$ cat config.mk
export PLATFORM = sky130hd
export DESIGN_NAME = one_wire_bus_master
export DESIGN_NICKNAME = d
export VERILOG_FILES = /design/src/design/owbm_pkg.sv /design/src/design/one_wire_bus_master.sv
export SDC_FILE = /design/constraint.sdc
export NUM_CORES = 1
export LEC_CHECK = 0
export ABC_AREA = 1
export BUFFER_PORTS_ARGS = -buffer_cell sky130_fd_sc_hd__buf_2
export CAP_MARGIN = 15
export CELL_PAD_IN_SITES_DETAIL_PLACEMENT = 0
export CELL_PAD_IN_SITES_GLOBAL_PLACEMENT = 1
export CORE_UTILIZATION = 25
export DETAILED_ROUTE_END_ITERATION = 8
export PLACE_DENSITY = 0.48
export REMOVE_ABC_BUFFERS = 1
export SLEW_MARGIN = 20
export SYNTH_ARGS = -nofsm -noshare
export SYNTH_HDL_FRONTEND = slang
export SYNTH_SLANG_ARGS = --single-unit
export TNS_END_PERCENT = 20
$ cat constraint.sdc
create_clock -name aclk -period 7.4 [get_ports aclk]
set_input_delay 1.11 -clock aclk [delete_from_list [all_inputs] [get_ports aclk]]
set_output_delay 1.11 -clock aclk [all_outputs]
set_load 0.05 [all_outputs]
$ cat src/design/owbm_pkg.sv
`timescale 1ns / 1ps

package owbm_pkg;

    localparam int CFG_W    = 10;
    localparam int NUM_REGS = 8;
    localparam int IDX_W    = 3;

    typedef logic [CFG_W-1:0] cfg_word_t;

    typedef enum logic [IDX_W-1:0] {
        REG_RESET_LOW      = 3'd0,
        REG_PRESENCE_SAMPLE = 3'd1,
        REG_RESET_TAIL     = 3'd2,
        REG_SLOT           = 3'd3,
        REG_SHORT_LOW      = 3'd4,
        REG_READ_SAMPLE    = 3'd5,
        REG_WRITE0_LOW     = 3'd6,
        REG_RECOVERY       = 3'd7
    } reg_idx_t;

    localparam cfg_word_t REG_RESET_VALS [NUM_REGS] = '{
        10'd480, 10'd70, 10'd410, 10'd70, 10'd6, 10'd9, 10'd70, 10'd1
    };

    typedef enum logic [1:0] {
        REQ_NONE  = 2'd0,
        REQ_RESET = 2'd1,
        REQ_WRITE = 2'd2,
        REQ_READ  = 2'd3
    } req_t;

    typedef enum logic [5:0] {
        PH_IDLE     = 6'b000001,
        PH_RST_LOW  = 6'b000010,
        PH_RST_WAIT = 6'b000100,
        PH_RST_TAIL = 6'b001000,
        PH_SLOT     = 6'b010000,
        PH_RECOV    = 6'b100000
    } phase_t;

endpackage

$ cat src/design/one_wire_bus_master.sv
`timescale 1ns / 1ps
// Items pass the input register, then the output register; one item per cycle unless
// the output stalls, and the tick state machine updates once per item.
// Reset: synchronous on aresetn low; the machine returns to idle, presence and the
// last read byte clear, and all timing registers take their default values.
// There is no clearing pass; the block takes items on the first cycle after reset.
module one_wire_bus_master #(
    parameter int TIME_BITS = 10
) (
    input  logic                            aclk,
    input  logic                            aresetn,
    input  logic                            s_tvalid,
    output logic                            s_tready,
    input  logic [15:0]                     s_tdata,   // tx_byte[7:0], line_in[8]
    input  logic [1:0]                      s_tuser,   // req_type[1:0]
    output logic                            m_tvalid,
    input  logic                            m_tready,
    output logic [15:0]                     m_tdata,   // drive_low[0], busy_res[1],
                                                       // done_res[2], presence[3],
                                                       // rx_byte[11:4], cmd_ignored[12]
    input  logic                            cfg_wr_en,
    input  logic [owbm_pkg::IDX_W-1:0]      cfg_index,
    input  logic [owbm_pkg::CFG_W-1:0]      cfg_wdata
);
    import owbm_pkg::*;

    localparam int EW = (TIME_BITS < CFG_W) ? TIME_BITS : CFG_W;
    localparam int CW = TIME_BITS + 1;

    cfg_word_t cfg_reg [NUM_REGS];

    logic                 in_valid_reg;
    req_t                 in_req_reg;
    logic [7:0]           in_tx_reg;
    logic                 in_line_reg;

    phase_t               phase_reg, phase_next;
    logic [TIME_BITS-1:0] tick_reg, tick_next;
    logic [2:0]           bit_idx_reg, bit_idx_next;
    logic [7:0]           shift_reg, shift_next;
    req_t                 op_reg, op_next;
    logic                 pres_reg, pres_next;
    logic [7:0]           rx_reg, rx_next;

    logic                 out_valid_reg;
    logic [15:0]          out_data_reg, out_data_next;

    logic                 advance;

    logic [CW-1:0] t_rst_low, t_pres, t_tail, t_slot, t_short, t_rsamp, t_w0, t_recov;

    function automatic logic [CW-1:0] at_least(input cfg_word_t v, input logic [CW-1:0] lo);
        logic [CW-1:0] e;
        e = CW'(v[EW-1:0]);
        return (e < lo) ? lo : e;
    endfunction

    assign t_rst_low = at_least(cfg_reg[REG_RESET_LOW], CW'(1));
    assign t_pres    = at_least(cfg_reg[REG_PRESENCE_SAMPLE], CW'(1));
    assign t_tail    = at_least(cfg_reg[REG_RESET_TAIL], CW'(1));
    assign t_slot    = at_least(cfg_reg[REG_SLOT], CW'(2));
    assign t_short   = at_least(cfg_reg[REG_SHORT_LOW], CW'(1));
    assign t_rsamp   = at_least(cfg_reg[REG_READ_SAMPLE], CW'(1));
    assign t_w0      = at_least(cfg_reg[REG_WRITE0_LOW], CW'(1));
    assign t_recov   = at_least(cfg_reg[REG_RECOVERY], CW'(0));

    assign advance  = in_valid_reg && (!out_valid_reg || m_tready);
    assign s_tready = !in_valid_reg || advance;
    assign m_tvalid = out_valid_reg;
    assign m_tdata  = out_data_reg;

    always_ff @(posedge aclk) begin
        if (!aresetn) begin
            for (int i = 0; i < NUM_REGS; i++) begin
                cfg_reg[i] <= REG_RESET_VALS[i];
            end
        end else if (cfg_wr_en) begin
            cfg_reg[cfg_index] <= cfg_wdata;
        end
    end

    always_ff @(posedge aclk) begin
        if (!aresetn) begin
            in_valid_reg <= 1'b0;
        end else if (s_tready) begin
            in_valid_reg <= s_tvalid;
        end
    end

    always_ff @(posedge aclk) begin
        if (s_tvalid && s_tready) begin
            in_req_reg  <= req_t'(s_tuser);
            in_tx_reg   <= s_tdata[7:0];
            in_line_reg <= s_tdata[8];
        end
    end

    always_comb begin
        logic          drive, done, ignored, active, bit_end, bitv;
        logic [CW-1:0] inc, low, samp;

        phase_next   = phase_reg;
        tick_next    = tick_reg;
        bit_idx_next = bit_idx_reg;
        shift_next   = shift_reg;
        op_next      = op_reg;
        pres_next    = pres_reg;
        rx_next      = rx_reg;
        drive        = 1'b0;
        done         = 1'b0;
        ignored      = 1'b0;
        active       = 1'b0;
        bit_end      = 1'b0;
        bitv         = 1'b0;
        inc          = '0;
        low          = '0;
        samp         = '0;

        if (phase_next == PH_IDLE) begin
            if (in_req_reg != REQ_NONE) begin
                op_next      = in_req_reg;
                tick_next    = '0;
                bit_idx_next = '0;
                if (in_req_reg == REQ_RESET) begin
                    phase_next = PH_RST_LOW;
                    shift_next = '0;
                end else begin
                    phase_next = PH_SLOT;
                    shift_next = (in_req_reg == REQ_WRITE) ? in_tx_reg : 8'd0;
                end
            end
        end else if (in_req_reg != REQ_NONE) begin
            ignored = 1'b1;
        end

        if (phase_next != PH_IDLE) begin
            active = 1'b1;
            inc    = CW'(tick_next) + CW'(1);
            unique case (phase_next)
                PH_RST_LOW: begin
                    drive     = 1'b1;
                    tick_next = inc[TIME_BITS-1:0];
                    if (inc >= t_rst_low) begin
                        phase_next = PH_RST_WAIT;
                        tick_next  = '0;
                    end
                end
                PH_RST_WAIT: begin
                    tick_next = inc[TIME_BITS-1:0];
                    if (inc >= t_pres) begin
                        pres_next  = !in_line_reg;
                        phase_next = PH_RST_TAIL;
                        tick_next  = '0;
                    end
                end
                PH_RST_TAIL: begin
                    tick_next = inc[TIME_BITS-1:0];
                    if (inc >= t_tail) begin
                        done = 1'b1;
                    end
                end
                PH_SLOT: begin
                    bitv = shift_next[bit_idx_next];
                    low  = (op_next == REQ_WRITE && !bitv) ? t_w0 : t_short;
                    if (low > t_slot) begin
                        low = t_slot;
                    end
                    drive = (CW'(tick_next) < low);
                    if (op_next == REQ_READ) begin
                        samp = low + t_rsamp - CW'(1);
                        if (samp > t_slot - CW'(1)) begin
                            samp = t_slot - CW'(1);
                        end
                        if (CW'(tick_next) == samp) begin
                            shift_next[bit_idx_next] = shift_next[bit_idx_next] | in_line_reg;
                        end
                    end
                    tick_next = inc[TIME_BITS-1:0];
                    if (inc >= t_slot) begin
                        tick_next = '0;
                        if (t_recov != '0) begin
                            phase_next = PH_RECOV;
                        end else begin
                            bit_end = 1'b1;
                        end
                    end
                end
                PH_RECOV: begin
                    tick_next = inc[TIME_BITS-1:0];
                    if (inc >= t_recov) begin
                        bit_end = 1'b1;
                    end
                end
                default: begin
                    phase_next = PH_IDLE;
                end
            endcase

            if (bit_end) begin
                if (bit_idx_next == 3'd7) begin
                    done = 1'b1;
                end else begin
                    bit_idx_next = bit_idx_next + 3'd1;
                    phase_next   = PH_SLOT;
                    tick_next    = '0;
                end
            end

            if (done) begin
                if (op_next == REQ_READ) begin
                    rx_next = shift_next;
                end
                phase_next   = PH_IDLE;
                tick_next    = '0;
                bit_idx_next = '0;
            end
        end

        out_data_next = {3'd0, ignored, rx_next, pres_next, done, active && !done, drive};
    end

    always_ff @(posedge aclk) begin
        if (!aresetn) begin
            phase_reg   <= PH_IDLE;
            tick_reg    <= '0;
            bit_idx_reg <= '0;
            shift_reg   <= '0;
            op_reg      <= REQ_NONE;
            pres_reg    <= 1'b0;
            rx_reg      <= '0;
        end else if (advance) begin
            phase_reg   <= phase_next;
            tick_reg    <= tick_next;
            bit_idx_reg <= bit_idx_next;
            shift_reg   <= shift_next;
            op_reg      <= op_next;
            pres_reg    <= pres_next;
            rx_reg      <= rx_next;
        end
    end

    always_ff @(posedge aclk) begin
        if (!aresetn) begin
            out_valid_reg <= 1'b0;
        end else if (advance) begin
            out_valid_reg <= 1'b1;
        end else if (m_tready) begin
            out_valid_reg <= 1'b0;
        end
    end

    always_ff @(posedge aclk) begin
        if (advance) begin
            out_data_reg <= out_data_next;
        end
    end

endmodule

==> impl_metrics.toml <==
[critical_path]
startpoint_type = "flip-flop"
slowest_delay_ns = 0.34
cp_common_cell = "nand3_4"
cp_max_fo = 8
r2r-end = "m_tdata[6]$_DFFE_PP_"
r2r_cells = 50
critPathCaptureType = "flip-flop"
rr_startpoint = "phase_reg[3]$_SDFFE_PN0P_"
crit_buf_inv = 13
crit_start = "phase_reg[3]$_SDFFE_PN0P_"
crit_family = "simple AND/OR/NAND/NOR gates"
cp.arrival_ns = 7.31
crit_path_top_delay_cell = "dfxtp_2"
worstPathRequired_ns = 7.61
rrSetupSlack_ns = 0.30
worstSetupPathType = "reg -> reg"

[die]
num_rows = 74
dieArea_um2 = 42900
die_height_um = 207
ioPinCount = 54
start_util = 0.256
fp.coreArea_um2 = 41100
die_w_um = 207

[layout]
fillers = 4432
largest_register_ff_count = 80
final_cell_count_no_fill = 2156
n_antenna_cell = 0
drive_gt1_frac = 0.273
fin_util = 0.342
finalNetCount = 1740
syn_to_final_growth_pct = 33.7

[sta]
worst_pin_slew_ns = 1.08
max_slew_margin = 0.281
period_needed_ns = 7.10
setup_violations = 0
setup_tns_ns = 0
whs_ns = 0.463
fmax_mhz = 141
fin_skew_ns = 0.0132
grt_setup_unrepaired = "yes"
hold_viol_final = 0
finalCritPeriodShare = 0.959
slew_viol_final = 0

[synth]
synth.top_cell.area_share = 0.297
ys_warn_count = 0
syn_inst = 1421
synth_edf_count = 104
synth-seq-cells = 144
synth_largest_area_cell = "edfxtp_1"
ys_seq_area_frac = 0.373
ys_async_sr_fraction = 0
synthFlopType = "edfxtp_1"
syn_area_um2 = 10500
postSynthAreaPerCell_um2 = 7.40
netlist_top_cells_area = "edfxtp_1, nand2_1, ha_1"
yosys.cell_types.count = 53

[min_path]
whs_path_depth = 2
min_from = "shift_reg[1]$_SDFFE_PN0P_"
hold_class = "reg -> reg"
holdPathEnd = "shift_reg[1]$_SDFFE_PN0P_"

[placement]
place_congestion = 0.793
port_buffers = 43
dp_cells = 2102
hpwlAfterDp_um = 27200

[grt]
grt.total_usage = 0.167
grt_max_degree = 63
grt_pass1_wl_um = 54000
overflow = 0
antenna_found_initial = 0
grt_pass1_vias = 9385

[route]
drc = 0
vias_per_cell = 4.41
drt-pass1-iter-count = 6
detail_route.iter0.violations = 346
drt_wl_total_um = 35400
final_antenna_net_count = 0
wl_per_cell_um = 16.4
vias = 9505

[clock_network]
cts-buffers-inserted = 17
cts_tree = "done"
ctsHtreeMaxLevel = 4
clk_latency_ns = 0.46
holdBufCountCts = 0
clockBufferDepth = 2
clkTransAtPathRegs_ns = 0.06
cts_num_sinks = 144
clockRootBuffer = "clkbuf_16"

[pwr]
ir_drop_mv = 0.163
cellPowerDensity_nw_per_um2 = 263
p_leak_nw = 6.51

[outcome]
status = "completed"

[flow_run]
maxCapViolCount = 0
-- synthesized netlist by cell type (2+ instances only) --
cell type,n
edfxtp_1,104
o211ai_1,6
nor4_1,17
clkbuf_1,12
inv_2,9
nand2_2,3
a21oi_2,4
a31o_2,3
inv_1,222
or2_2,5
nor2_1,155
nand3_1,100
o21ai_1,2
nor2_4,11
a21o_1,3
dfxtp_1,40
a211oi_1,2
buf_2,3
nand2_4,5
nor3_1,11
buf_6,2
nand3b_1,3
nand4_1,26
nor4_2,2
nand3_2,2
o21ai_0,57
clkinv_1,4
a31oi_1,4
or3_1,2
nor2_2,10
nand2_1,384
xor2_1,16
a21oi_1,70
ha_1,92
o21bai_1,4
nand3_4,4
buf_4,6
-- power breakdown --
part	internal [W]	switching, W
clock network	0.000568	0.000378
logic	0.000813	0.00100
registers	0.000914	0.0000284
total	0.00229	0.00141
-- area by class of cell --
class | count | area [um^2] | share of cell area
timing repair buffer | 192 | 1490 | 0.106
inverter | 235 | 887 | 0.0631
multi-input combinational | 1021 | 6450 | 0.459
clock buffer | 17 | 425 | 0.0303
clock inverter | 15 | 208 | 0.0148
tap | 532 | 666 | 0.0474
sequential | 144 | 3930 | 0.279
-- placed cells by master, fill, tap and decap left out, drive strengths merged, types with 9 or more instances in the layout --
master  instances
inv           236
nor3           12
ha             92
edfxtp        104
nor2          176
buf           190
xor2           16
dfxtp          40
clkbuf         19
clkinv          9
nand2         393
a21oi          74
nand3         106
nand4          27
nor4           19
o21ai          60
-- cells by family (layout without fill, tap and decap cells) --
logic type	after synthesis	after routing	synth area share
AO/OA/AOI/OAI	163	163	0.0874
XOR/XNOR	17	17	0.0142
adder cells (fa/ha/maj)	93	93	0.111
buffers and inverters	259	459	0.0964
flip-flops	144	144	0.373
multiplexers	1	1	0.000953
other	1	3	0.000357
AND/OR/NAND/NOR	743	744	0.316
-- how the worst max path moves through the flow --
stage / cells past startpoint / to
after detailed placement: 49 / m_tdata[6]$_DFFE_PP_
after floorplan: 49 / m_tdata[10]$_DFFE_PP_
after CTS: 49 / m_tdata[6]$_DFFE_PP_
after global routing: 50 / shift_reg[6]$_SDFFE_PN0P_
after global placement: 49 / m_tdata[6]$_DFFE_PP_
final: 50 / m_tdata[6]$_DFFE_PP_
-- routing by layer --
metal	track usage	wire, um	vias up	share of wire
met5	0	0	-	0
met4	0.0473	503	0	0.014
met3	0.0243	631	27	0.018
met2	0.298	17400	89	0.49
met1	0.209	16800	4346	0.47
li1	-	-	5043	-
-- worst reg2reg max path: cells and delay by family (launching register included) --
| kind | cells | cell delay, ns |
|---|---|---|
| compound gates | 6 | 0.73 |
| fa+ha+maj | 3 | 0.79 |
| xor+xnor | 1 | 0.20 |
| buf+inv | 13 | 1.69 |
| flops | 1 | 0.34 |
| simple gates | 27 | 3.12 |
-- per-stage QoR --
step | setup WS [ns] | cell area (um^2) | power [W]
after floorplan | 0.292 | 10400 | 0.00173
after global placement | -0.282 | 12300 | 0.00236
after detailed placement | -0.298 | 12300 | 0.00236
after CTS | 0.0245 | 13000 | 0.00335
after global routing | -0.207 | 14100 | 0.00397
final | 0.304 | 14100 | 0.00370
-- what timing repair did --
item | CTS | global route
pin swaps | 1 | 75
buffers inserted | 1 | 17
gates cloned | 0 | 4
gates resized for setup | 13 | 215
setup endpoints to repair | 24 | 24
No activity file was read; power rests on OpenSTA's default activity.
